### src/rtl/mra_pkg.sv
// Shared constants, codes and types of the mutual exclusion request arbiter.
package mra_pkg;

    // Defaults for the top-level parameters
    localparam int LOCK_COUNT_DEF = 128;
    localparam int NODE_COUNT_DEF = 16;
    localparam int SEQ_BITS_DEF   = 16;

    // Fixed field widths
    localparam int LOCK_ID_W    = 7;
    localparam int NODE_W       = 4;
    localparam int NODE_TOTAL_W = 5;
    localparam int SEQ_W        = 16;
    localparam int KIND_W       = 3;
    localparam int CFG_W        = 5;
    localparam int CFG_IDX_W    = 1;

    // Packed stream widths, rounded up to whole bytes
    localparam int S_TDATA_W = 32;
    localparam int M_TDATA_W = 24;

    // Message opcodes
    localparam logic OP_REQUEST = 1'b0;
    localparam logic OP_RELEASE = 1'b1;

    // Result kinds
    localparam logic [KIND_W-1:0] KIND_GRANTED  = 3'd0;
    localparam logic [KIND_W-1:0] KIND_REPLY    = 3'd1;
    localparam logic [KIND_W-1:0] KIND_DEFERRED = 3'd2;
    localparam logic [KIND_W-1:0] KIND_RELEASED = 3'd3;
    localparam logic [KIND_W-1:0] KIND_DONE     = 3'd4;
    localparam logic [KIND_W-1:0] KIND_ERROR    = 3'd5;

    // Configuration register indexes
    localparam logic [CFG_IDX_W-1:0] CFG_NODE_ID    = 1'b0;
    localparam logic [CFG_IDX_W-1:0] CFG_NODE_TOTAL = 1'b1;

    // Configuration reset values
    localparam logic [NODE_W-1:0]       NODE_ID_RST    = 4'd0;
    localparam logic [NODE_TOTAL_W-1:0] NODE_TOTAL_RST = 5'd16;

    // Control from the sequencer to the deferred-reply scanner
    typedef struct packed {
        logic load;
        logic step;
    } scan_ctl_t;

endpackage

### src/rtl/mra_scan.sv
// Deferred-reply scanner: walks a node mask lowest bit first, one node per step.
module mra_scan #(
    parameter int NODE_COUNT = mra_pkg::NODE_COUNT_DEF
) (
    input  logic                          clk,
    input  logic                          rst_n,
    input  mra_pkg::scan_ctl_t            ctl,
    input  logic [NODE_COUNT-1:0]         load_mask,
    output logic                          pending,
    output logic [$clog2(NODE_COUNT)-1:0] idx
);
    import mra_pkg::*;

    localparam int IDX_W = $clog2(NODE_COUNT);

    logic [NODE_COUNT-1:0] mask_reg;
    logic [NODE_COUNT-1:0] mask_next;

    // Load a fresh mask or drop the lowest set bit
    always_comb
    begin
        mask_next = mask_reg;
        if (ctl.load)
        begin
            mask_next = load_mask;
        end
        else if (ctl.step)
        begin
            mask_next = mask_reg & (mask_reg - 1'b1);
        end
    end

    always_ff @(posedge clk or negedge rst_n)
    begin
        if (!rst_n)
        begin
            mask_reg <= '0;
        end
        else
        begin
            mask_reg <= mask_next;
        end
    end

    // Lowest set bit wins
    always_comb
    begin
        idx = '0;
        for (int j = NODE_COUNT - 1; j >= 0; j--)
        begin
            if (mask_reg[j])
            begin
                idx = IDX_W'(j);
            end
        end
    end

    assign pending = |mask_reg;

endmodule

### config.mk
export PLATFORM = sky130hd
export DESIGN_NAME = mra_scan
export DESIGN_NICKNAME = d
export VERILOG_FILES = /design/src/rtl/mra_pkg.sv /design/src/rtl/mra_scan.sv
export SDC_FILE = /design/constraint.sdc
export NUM_CORES = 1
export LEC_CHECK = 0
export ABC_AREA = 1
export ABC_CLOCK_PERIOD_IN_PS = 1900
export BUFFER_PORTS_ARGS = -buffer_cell sky130_fd_sc_hd__buf_2
export CORE_MARGIN = 3
export CORE_UTILIZATION = 54
export CTS_BUF_LIST = sky130_fd_sc_hd__clkbuf_4
export CTS_CLUSTER_DIAMETER = 200
export CTS_CLUSTER_SIZE = 24
export DETAILED_ROUTE_END_ITERATION = 8
export GPL_ROUTABILITY_DRIVEN = 1
export HOLD_SLACK_MARGIN = 0.1
export PLACE_DENSITY = 0.81
export SLEW_MARGIN = 20
export SYNTH_ARGS = -nofsm -noshare
export SYNTH_HDL_FRONTEND = slang
export SYNTH_SLANG_ARGS = --single-unit
### constraint.sdc
create_clock -name clk -period 1.9 [get_ports clk]
set_input_delay 0.19 -clock clk [delete_from_list [all_inputs] [get_ports clk]]
set_output_delay 0.19 -clock clk [all_outputs]
set_load 0.01 [all_outputs]
# ---- Yosys cells after proc, flatten, opt, wreduce, memory -nomap -nowiden
# Index checks and enable logic that the tools add are counted.
dict set report totals {
  romBits 0
  latch_bits 0
  mem_count 0
  ram_bits 0
  output_inout_bits 5
  reg_bits 16
}
dict set report classes {
  n_mul 0
  n_lt_le_gt_ge 0
  n_addsub 1
  div_mod_pow 0
  eq_ne 0
  muxes 18
  bitwise_logic 1
  n_shift 0
  n_reduce_logical 2
}
# op n
set ops {}
lappend ops {{$mux 4} 16}
lappend ops {{$mux 16} 2}
lappend ops {{$and 16x16->16} 1}
lappend ops {{$reduce_or 16->1} 1}
lappend ops {{$sub 16x1->16 const B} 1}
lappend ops {{$reduce_bool 2->1} 1}

# ---- Longest topological paths before layout
# Gate-level depths: netlist of run 1.
dict set report depth {
  word_depth 16
  depth_mapped 15
}

# ---- Least setup slack after synthesis of run 1
# OpenSTA, ideal clock, no wires.
dict set report synth_path {
  path_type {flip-flop to output port}
  from {register mask_reg[14]}
  to {output port idx[0]}
  path_stages_with_launch 16
  slack_ps 515
  arrival_ps 1195
  path_cell_list {dfrtp_1 -> inv_1 -> nand2_1 -> nand2_1 -> nand2_1 -> nand2_1 -> nand2_1 -> nand2_1 -> nand2_1 -> nand2_1 -> nand2_1 -> nand2_1 -> nand2_1 -> nand2_1 -> nand2_1 -> a21oi_1}
}
dict set report synth_via {
  elab_chain_cells 15
}
# element line
set synth_rtl {}
lappend synth_rtl {{start: declaration} mra_scan.sv:16} ;# logic [NODE_COUNT-1:0] mask_reg;
lappend synth_rtl {{start signal: assignment} mra_scan.sv:41} ;# mask_reg <= mask_next;
lappend synth_rtl {{$mux 4 (15 in series)} mra_scan.sv:51} ;# if (mask_reg[j])
lappend synth_rtl {{end: declaration} mra_scan.sv:10} ;# output logic [$clog2(NODE_COUNT)-1:0] idx
# No other way between the ends.

# ---- Worst setup path in the final report of run 1
# Ends and elaborated chain as after synthesis.

==> flow_metrics.env, run 1 <==
export IMPL_clk_pin_slew_ps=100
export IMPL_met3_usage_pct=4.60
export IMPL_cts_tree="done"
export IMPL_postRouteWirelength_um=2250
export IMPL_path_class="reg -> out"
export IMPL_drv_cap=0
export IMPL_grt_ovfl_total=0
export IMPL_areaGrowthSynthToFinish_pct=27.8
export IMPL_largest_register_ffs=16
export IMPL_portBuffers=24
export IMPL_hpwlAfterDp_um=1640
export IMPL_ir_worst_vdd_v=0.000490
export IMPL_antenna_cells=0
export IMPL_crit_top_cell="nand2_1"
export IMPL_final_cell_mix="45 x nand2_1, 24 x buf_2, 18 x inv_1"
export IMPL_cp_arrival_ps=1670
export IMPL_clock_latency_ps=290
export IMPL_synth_distinct_cells=22
export IMPL_layout_drive_gt1_share_pct=26.0
export IMPL_fin_skew_ps=5.42
export IMPL_rsz0062_at_grt="yes"
export IMPL_netlist_area_leader_share_pct=41.2
export IMPL_grt_pass1_wl_um=4100
export IMPL_slowest_stage="dfrtp_1"
export IMPL_drv_slew=0
export IMPL_post_route_period_util_pct=97.8
export IMPL_place_gp_congestion=0.883
export IMPL_via_per_inst=5.03
export IMPL_tns_ps=0
export IMPL_start_util_pct=60.9
export IMPL_fin_area_um2=1240
export IMPL_syn_nets=153
export IMPL_io_pins=25
export IMPL_p_leak_nw=0.643
export IMPL_antenna_found_initial=0
export IMPL_dr_pass1_iters=4
export IMPL_vias=971
export IMPL_syn_area_per_cell_um2=7.30
export IMPL_grt_max_degree=22
export IMPL_yosysTopAreaCell="dfrtp_1"
export IMPL_cts_root_buf="clkbuf_4"
export IMPL_slowest_delay_ps=390
export IMPL_timing_final_hold_violations=0
export IMPL_cp_max_fo=2
export IMPL_powerDensity_nw_per_um2=645
export IMPL_max_freq_ghz=0.538
export IMPL_critical_path_top_delay_family="simple AND/OR/NAND/NOR gates"
export IMPL_grt_busiest_layer="met2"
export IMPL_tightest_slew_ps=453
export IMPL_drtAntennaViolNets=0
export IMPL_nets=190
export IMPL_synth_seq_cells=16
export IMPL_dieArea_um2=2340
export IMPL_drc=0
export IMPL_nFillCells=115
export IMPL_min_period_ps=1860
export IMPL_ys_top_cells_by_area="dfrtp_1 41%, nand2_1 17%, inv_1 7.0%"
export IMPL_ys_warn_count=0
export IMPL_ys_seq_area_share_pct=41.2
export IMPL_endpoint_kind="output pin"
export IMPL_die_w_um=48.4
export IMPL_syn_instance_count=133
export IMPL_h_tree_depth=1
export IMPL_drt_iter0_drc=30
export IMPL_cp_cell_sequence="inv_1 -> nand2_1 -> nand2_1 -> nand2_1 -> nand2_1 -> nand2_1 -> nand2_1 -> nand2_1 -> nand2_1 -> nand2_1 -> nand2_1 -> nand2_1 -> nand2_1 -> nand2_1 -> a21oi_1 -> buf_2"
export IMPL_grt_pass1_vias=942
export IMPL_syn_area_um2=971
export IMPL_cts_sinks=16
export IMPL_num_rows=14
export IMPL_grt_usage_pct=21.8
export IMPL_setup_viol=0
export IMPL_wl_per_cell_um=11.7
export IMPL_placed_area_um2=1120
export IMPL_min_path_type="in -> reg"
export IMPL_dieHeight_um=48.4
export IMPL_finish_utilization_pct=77.9
export IMPL_cp_buffers_inverters=2
export IMPL_worstSetupStartpointType="register"
export IMPL_clk_path_buf_depth=2
export IMPL_crit_required_ps=1710
export IMPL_met1_usage_pct=26.8
export IMPL_max_slew_margin_pct=69.5
export IMPL_status="finished, final reports clean"
export IMPL_numCtsBuffers=3
export IMPL_grtUsageMet2_pct=36.7
export IMPL_core_area_um2=1590
export IMPL_final_common_cell="nand2_1"
what timing repair did:
item	in CTS	in global routing
hold buffers	9	0
hold endpoints to repair	24	0
endpoints found under the setup margin	0	2
resized for setup	0	0
buffers inserted	0	1
synth_stat cells:
master	count
nor4_1	1
a31oi_1	1
o31ai_1	3
nor3_1	3
nor2_2	5
inv_1	18
nand2_2	2
nand3_1	9
o211ai_1	4
nand3_2	1
inv_2	2
o21ai_0	2
nor2_4	3
a22o_1	1
clkbuf_1	3
nor2_1	8
nand3_4	1
o21ai_1	2
a21oi_1	2
dfrtp_1	16
o311ai_2	1
nand2_1	45
layout make-up:
class	instances	area (um^2)	area share, %
tap	24	30.0	2.42
inverter	20	75.1	6.05
clock buffer	3	22.5	1.81
timing repair buffer	35	225	18.1
sequential	16	400	32.3
multi-input combinational	94	484	39.0
clock inverter	1	3.75	0.302
kinds of logic after synthesis:
family / count (synthesis) / synth area share (%)
simple gates: 78 / 38.1
flops: 16 / 41.2
buf+inv: 23 / 8.89
compound gates: 16 / 11.7
per-stage QoR:
stage	hold slack (ps)	instances	power (mW)	setup slack (ps)
finish	100	193	0.801	40.9
global route	102	193	0.855	-160
CTS	102	192	0.796	18.7
detailed placement	122	179	0.597	358
global placement	114	179	0.589	374
floorplan	-106	133	0.531	515
worst paths after layout:
| check | startpoint | endpoint | slack [ps] | cells past startpoint |
|---|---|---|---|---|
| setup reg to reg | mask_reg[5]$_DFFE_PN0P_ | mask_reg[14]$_DFFE_PN0P_ | 380 | 7 |
| min in group asynchronous | rst_n | mask_reg[14]$_DFFE_PN0P_ | 320 | 2 |
| hold / removal | load_mask[5] | mask_reg[5]$_DFFE_PN0P_ | 100 | 3 |
| hold reg to reg | mask_reg[13]$_DFFE_PN0P_ | mask_reg[13]$_DFFE_PN0P_ | 540 | 2 |
| max in group asynchronous | rst_n | mask_reg[3]$_DFFE_PN0P_ | 1310 | 2 |
| setup / recovery | mask_reg[14]$_DFFE_PN0P_ | idx[0] | 40 | 16 |
worst reg2reg max path: stages (launching register included):
cell     delay [ps]
dfrtp_1         410
nor2_1          200
nand2_2         150
nor2_2          150
nand3_1          80
o21ai_1         170
o21ai_1          80
a22o_1          180
layer usage:
layer / wire [um] / vias up
met2: 1040 / 34
met4: 44 / 0
li1: - / 493
met5: 0 / -
met1: 1040 / 438
met3: 125 / 6
where the power goes:
part / total, mW / internal, mW / switching [mW]
combinational: 0.206 / 0.0868 / 0.119
sequential: 0.404 / 0.372 / 0.0327
clock: 0.191 / 0.0765 / 0.114
(Power assumes the default switching activity.)
==> run 2, diff against run 1 <==
PLACE_DENSITY = 0.79   (was 0.81)
==> run 2 against run 1 <==
  * Total power is 0.13% lower
  * Count of clock-buffer cells in the layout stayed put
  * Global-route usage barely moved
  * Via count shrank 0.51%
  * Critical path depth down 8
  * Setup slack improved by 34 ps
  * Combinational power hardly changed
  * Final area rose by 1.1%
  * Non-clock buffer count grew 1
  * Register-to-register slack better by 20 ps
  * Clock skew is 2.3 ps lower
  * Critical path type unchanged
  * Largest cell class unchanged
==> flow_metrics.env, run 2 (synthesized netlist as in run 1, its figures left out) <==
export IMPL_num_rows=14
export IMPL_rsz0062_at_grt="yes"
export IMPL_whs_path_depth=3
export IMPL_areaGrowthSynthToFinish_pct=29.3
export IMPL_dr_pass1_iters=5
export IMPL_p_leak_nw=0.647
export IMPL_cts_tree="done"
export IMPL_layout_drive_gt1_share_pct=26.5
export IMPL_clock_latency_ps=290
export IMPL_dieHeight_um=48.4
export IMPL_tightest_slew_ps=489
export IMPL_critical_path_top_delay_family="simple AND/OR/NAND/NOR gates"
export IMPL_cp_max_fo=3
export IMPL_slowest_stage="dfrtp_1"
export IMPL_grt_max_degree=22
export IMPL_powerDensity_nw_per_um2=638
export IMPL_final_cell_mix="45 x nand2_1, 24 x buf_2, 18 x inv_1"
export IMPL_hpwlAfterDp_um=1620
export IMPL_crit_required_ps=1710
export IMPL_path_class="reg -> out"
export IMPL_largest_register_ffs=16
export IMPL_fin_skew_ps=3.07
export IMPL_drv_cap=0
export IMPL_final_common_cell="nand2_1"
export IMPL_core_area_um2=1590
export IMPL_nets=191
export IMPL_antenna_cells=0
export IMPL_grt_pass1_vias=991
export IMPL_h_tree_depth=1
export IMPL_worstSetupStartpointType="register"
export IMPL_wl_per_cell_um=11.6
export IMPL_timing_final_hold_violations=0
export IMPL_clk_pin_slew_ps=90
export IMPL_drc=0
export IMPL_finish_utilization_pct=78.7
export IMPL_cp_buffers_inverters=2
export IMPL_min_delay_worst_endpoint="mask_reg[0]$_DFFE_PN0P_"
export IMPL_grt_usage_pct=21.7
export IMPL_max_slew_margin_pct=67.1
export IMPL_ir_worst_vdd_v=0.000563
export IMPL_r2r_end="mask_reg[14]$_DFFE_PN0P_"
export IMPL_io_pins=25
export IMPL_grt_pass1_wl_um=4010
export IMPL_drt_iter0_drc=26
export IMPL_cp_arrival_ps=1640
export IMPL_place_gp_congestion=0.869
export IMPL_drv_slew=0
export IMPL_drtAntennaViolNets=0
export IMPL_cts_root_buf="clkbuf_4"
export IMPL_dieArea_um2=2340
export IMPL_vias=966
export IMPL_post_route_period_util_pct=96.1
export IMPL_portBuffers=24
export IMPL_setup_viol=0
export IMPL_via_per_inst=4.98
export IMPL_worstReg2RegStart="mask_reg[6]$_DFFE_PN0P_"
export IMPL_status="finished, final reports clean"
export IMPL_slowest_delay_ps=390
export IMPL_die_w_um=48.4
export IMPL_start_util_pct=60.9
export IMPL_r2r_cells=7
export IMPL_numCtsBuffers=3
export IMPL_cts_sinks=16
export IMPL_postRouteWirelength_um=2250
export IMPL_clk_path_buf_depth=2
export IMPL_cp_cell_sequence="nor2_1 -> inv_1 -> o21ai_0 -> nand2_1 -> a21oi_1 -> nor3_1 -> nor3_1 -> buf_2"
export IMPL_antenna_found_initial=0
export IMPL_ff2ff_setup_slack_ps=400
export IMPL_min_period_ps=1830
export IMPL_grt_ovfl_total=0
export IMPL_holdCritStartpoint="load_mask[0]"
export IMPL_max_freq_ghz=0.548
export IMPL_endpoint_kind="output pin"
export IMPL_min_path_type="in -> reg"
export IMPL_total_power_uw=800
export IMPL_crit_top_cell="nor3_1"
## run 2: per-layer routing
metal  routed length [um]  vias up  GRT usage, %
met2                 1110       33          37.6
met5                    0        -             0
met1                  991      431          26.2
li1                     -      498             -
met3                  124        4          4.29
met4                   27        0          9.48
## run 2: worst reg2reg max path, stage by stage, from the launching register on
cell	delay [ps]
dfrtp_1	450
nor2_2	160
nand2_2	110
nor2_2	140
nand3_1	70
o21ai_1	180
o21ai_1	90
a22o_1	190
## run 2: area by class of cell
class	instances	area, um^2
Inverter	20	75.1
Tap cell	24	30.0
Clock inverter	1	3.75
Sequential cell	16	400
Multi-Input combinational cell	94	488
Timing Repair Buffer	36	235
Fill cell	118	339
Clock buffer	3	22.5
## run 2: worst max-delay path by stage
| stage | start | cells past startpoint | to | slack (ps) |
|---|---|---|---|---|
| floorplan | mask_reg[14]$_DFFE_PN0P_ | 15 | idx[0] | 510 |
| global placement | mask_reg[14]$_DFFE_PN0P_ | 16 | idx[0] | 360 |
| detailed placement | mask_reg[14]$_DFFE_PN0P_ | 16 | idx[0] | 330 |
| CTS | mask_reg[14]$_DFFE_PN0P_ | 16 | idx[0] | 50 |
| global route | mask_reg[14]$_DFFE_PN0P_ | 16 | idx[0] | -120 |
| finish | mask_reg[12]$_DFFE_PN0P_ | 8 | idx[1] | 70 |
## run 2: where the power goes
part	leakage [nW]	switching [mW]	internal [mW]
Combinational	0.436	0.119	0.0891
Clock	0.0154	0.111	0.0764
Sequential	0.196	0.0325	0.372
## run 2: repair_timing
action | in CTS | in global routing
buffers inserted | 1 | 0
gates cloned | 0 | 0
pin swaps | 0 | 0
hold buffers | 10 | 0
endpoints found under the setup margin | 1 | 2
endpoints found under the hold margin | 25 | 0
gates resized for setup | 0 | 1
## run 2: per-stage QoR
stage / instances / TNS (ps) / setup slack [ps] / hold slack, ps / area, um^2
floorplan: 133 / 0 / 515 / -106 / 971
global placement: 179 / 0 / 358 / 119 / 1120
detailed placement: 179 / 0 / 326 / 126 / 1120
CTS: 194 / 0 / 49.6 / 104 / 1250
global route: 194 / -243 / -123 / 112 / 1250
finish: 194 / 0 / 74.5 / 104 / 1250
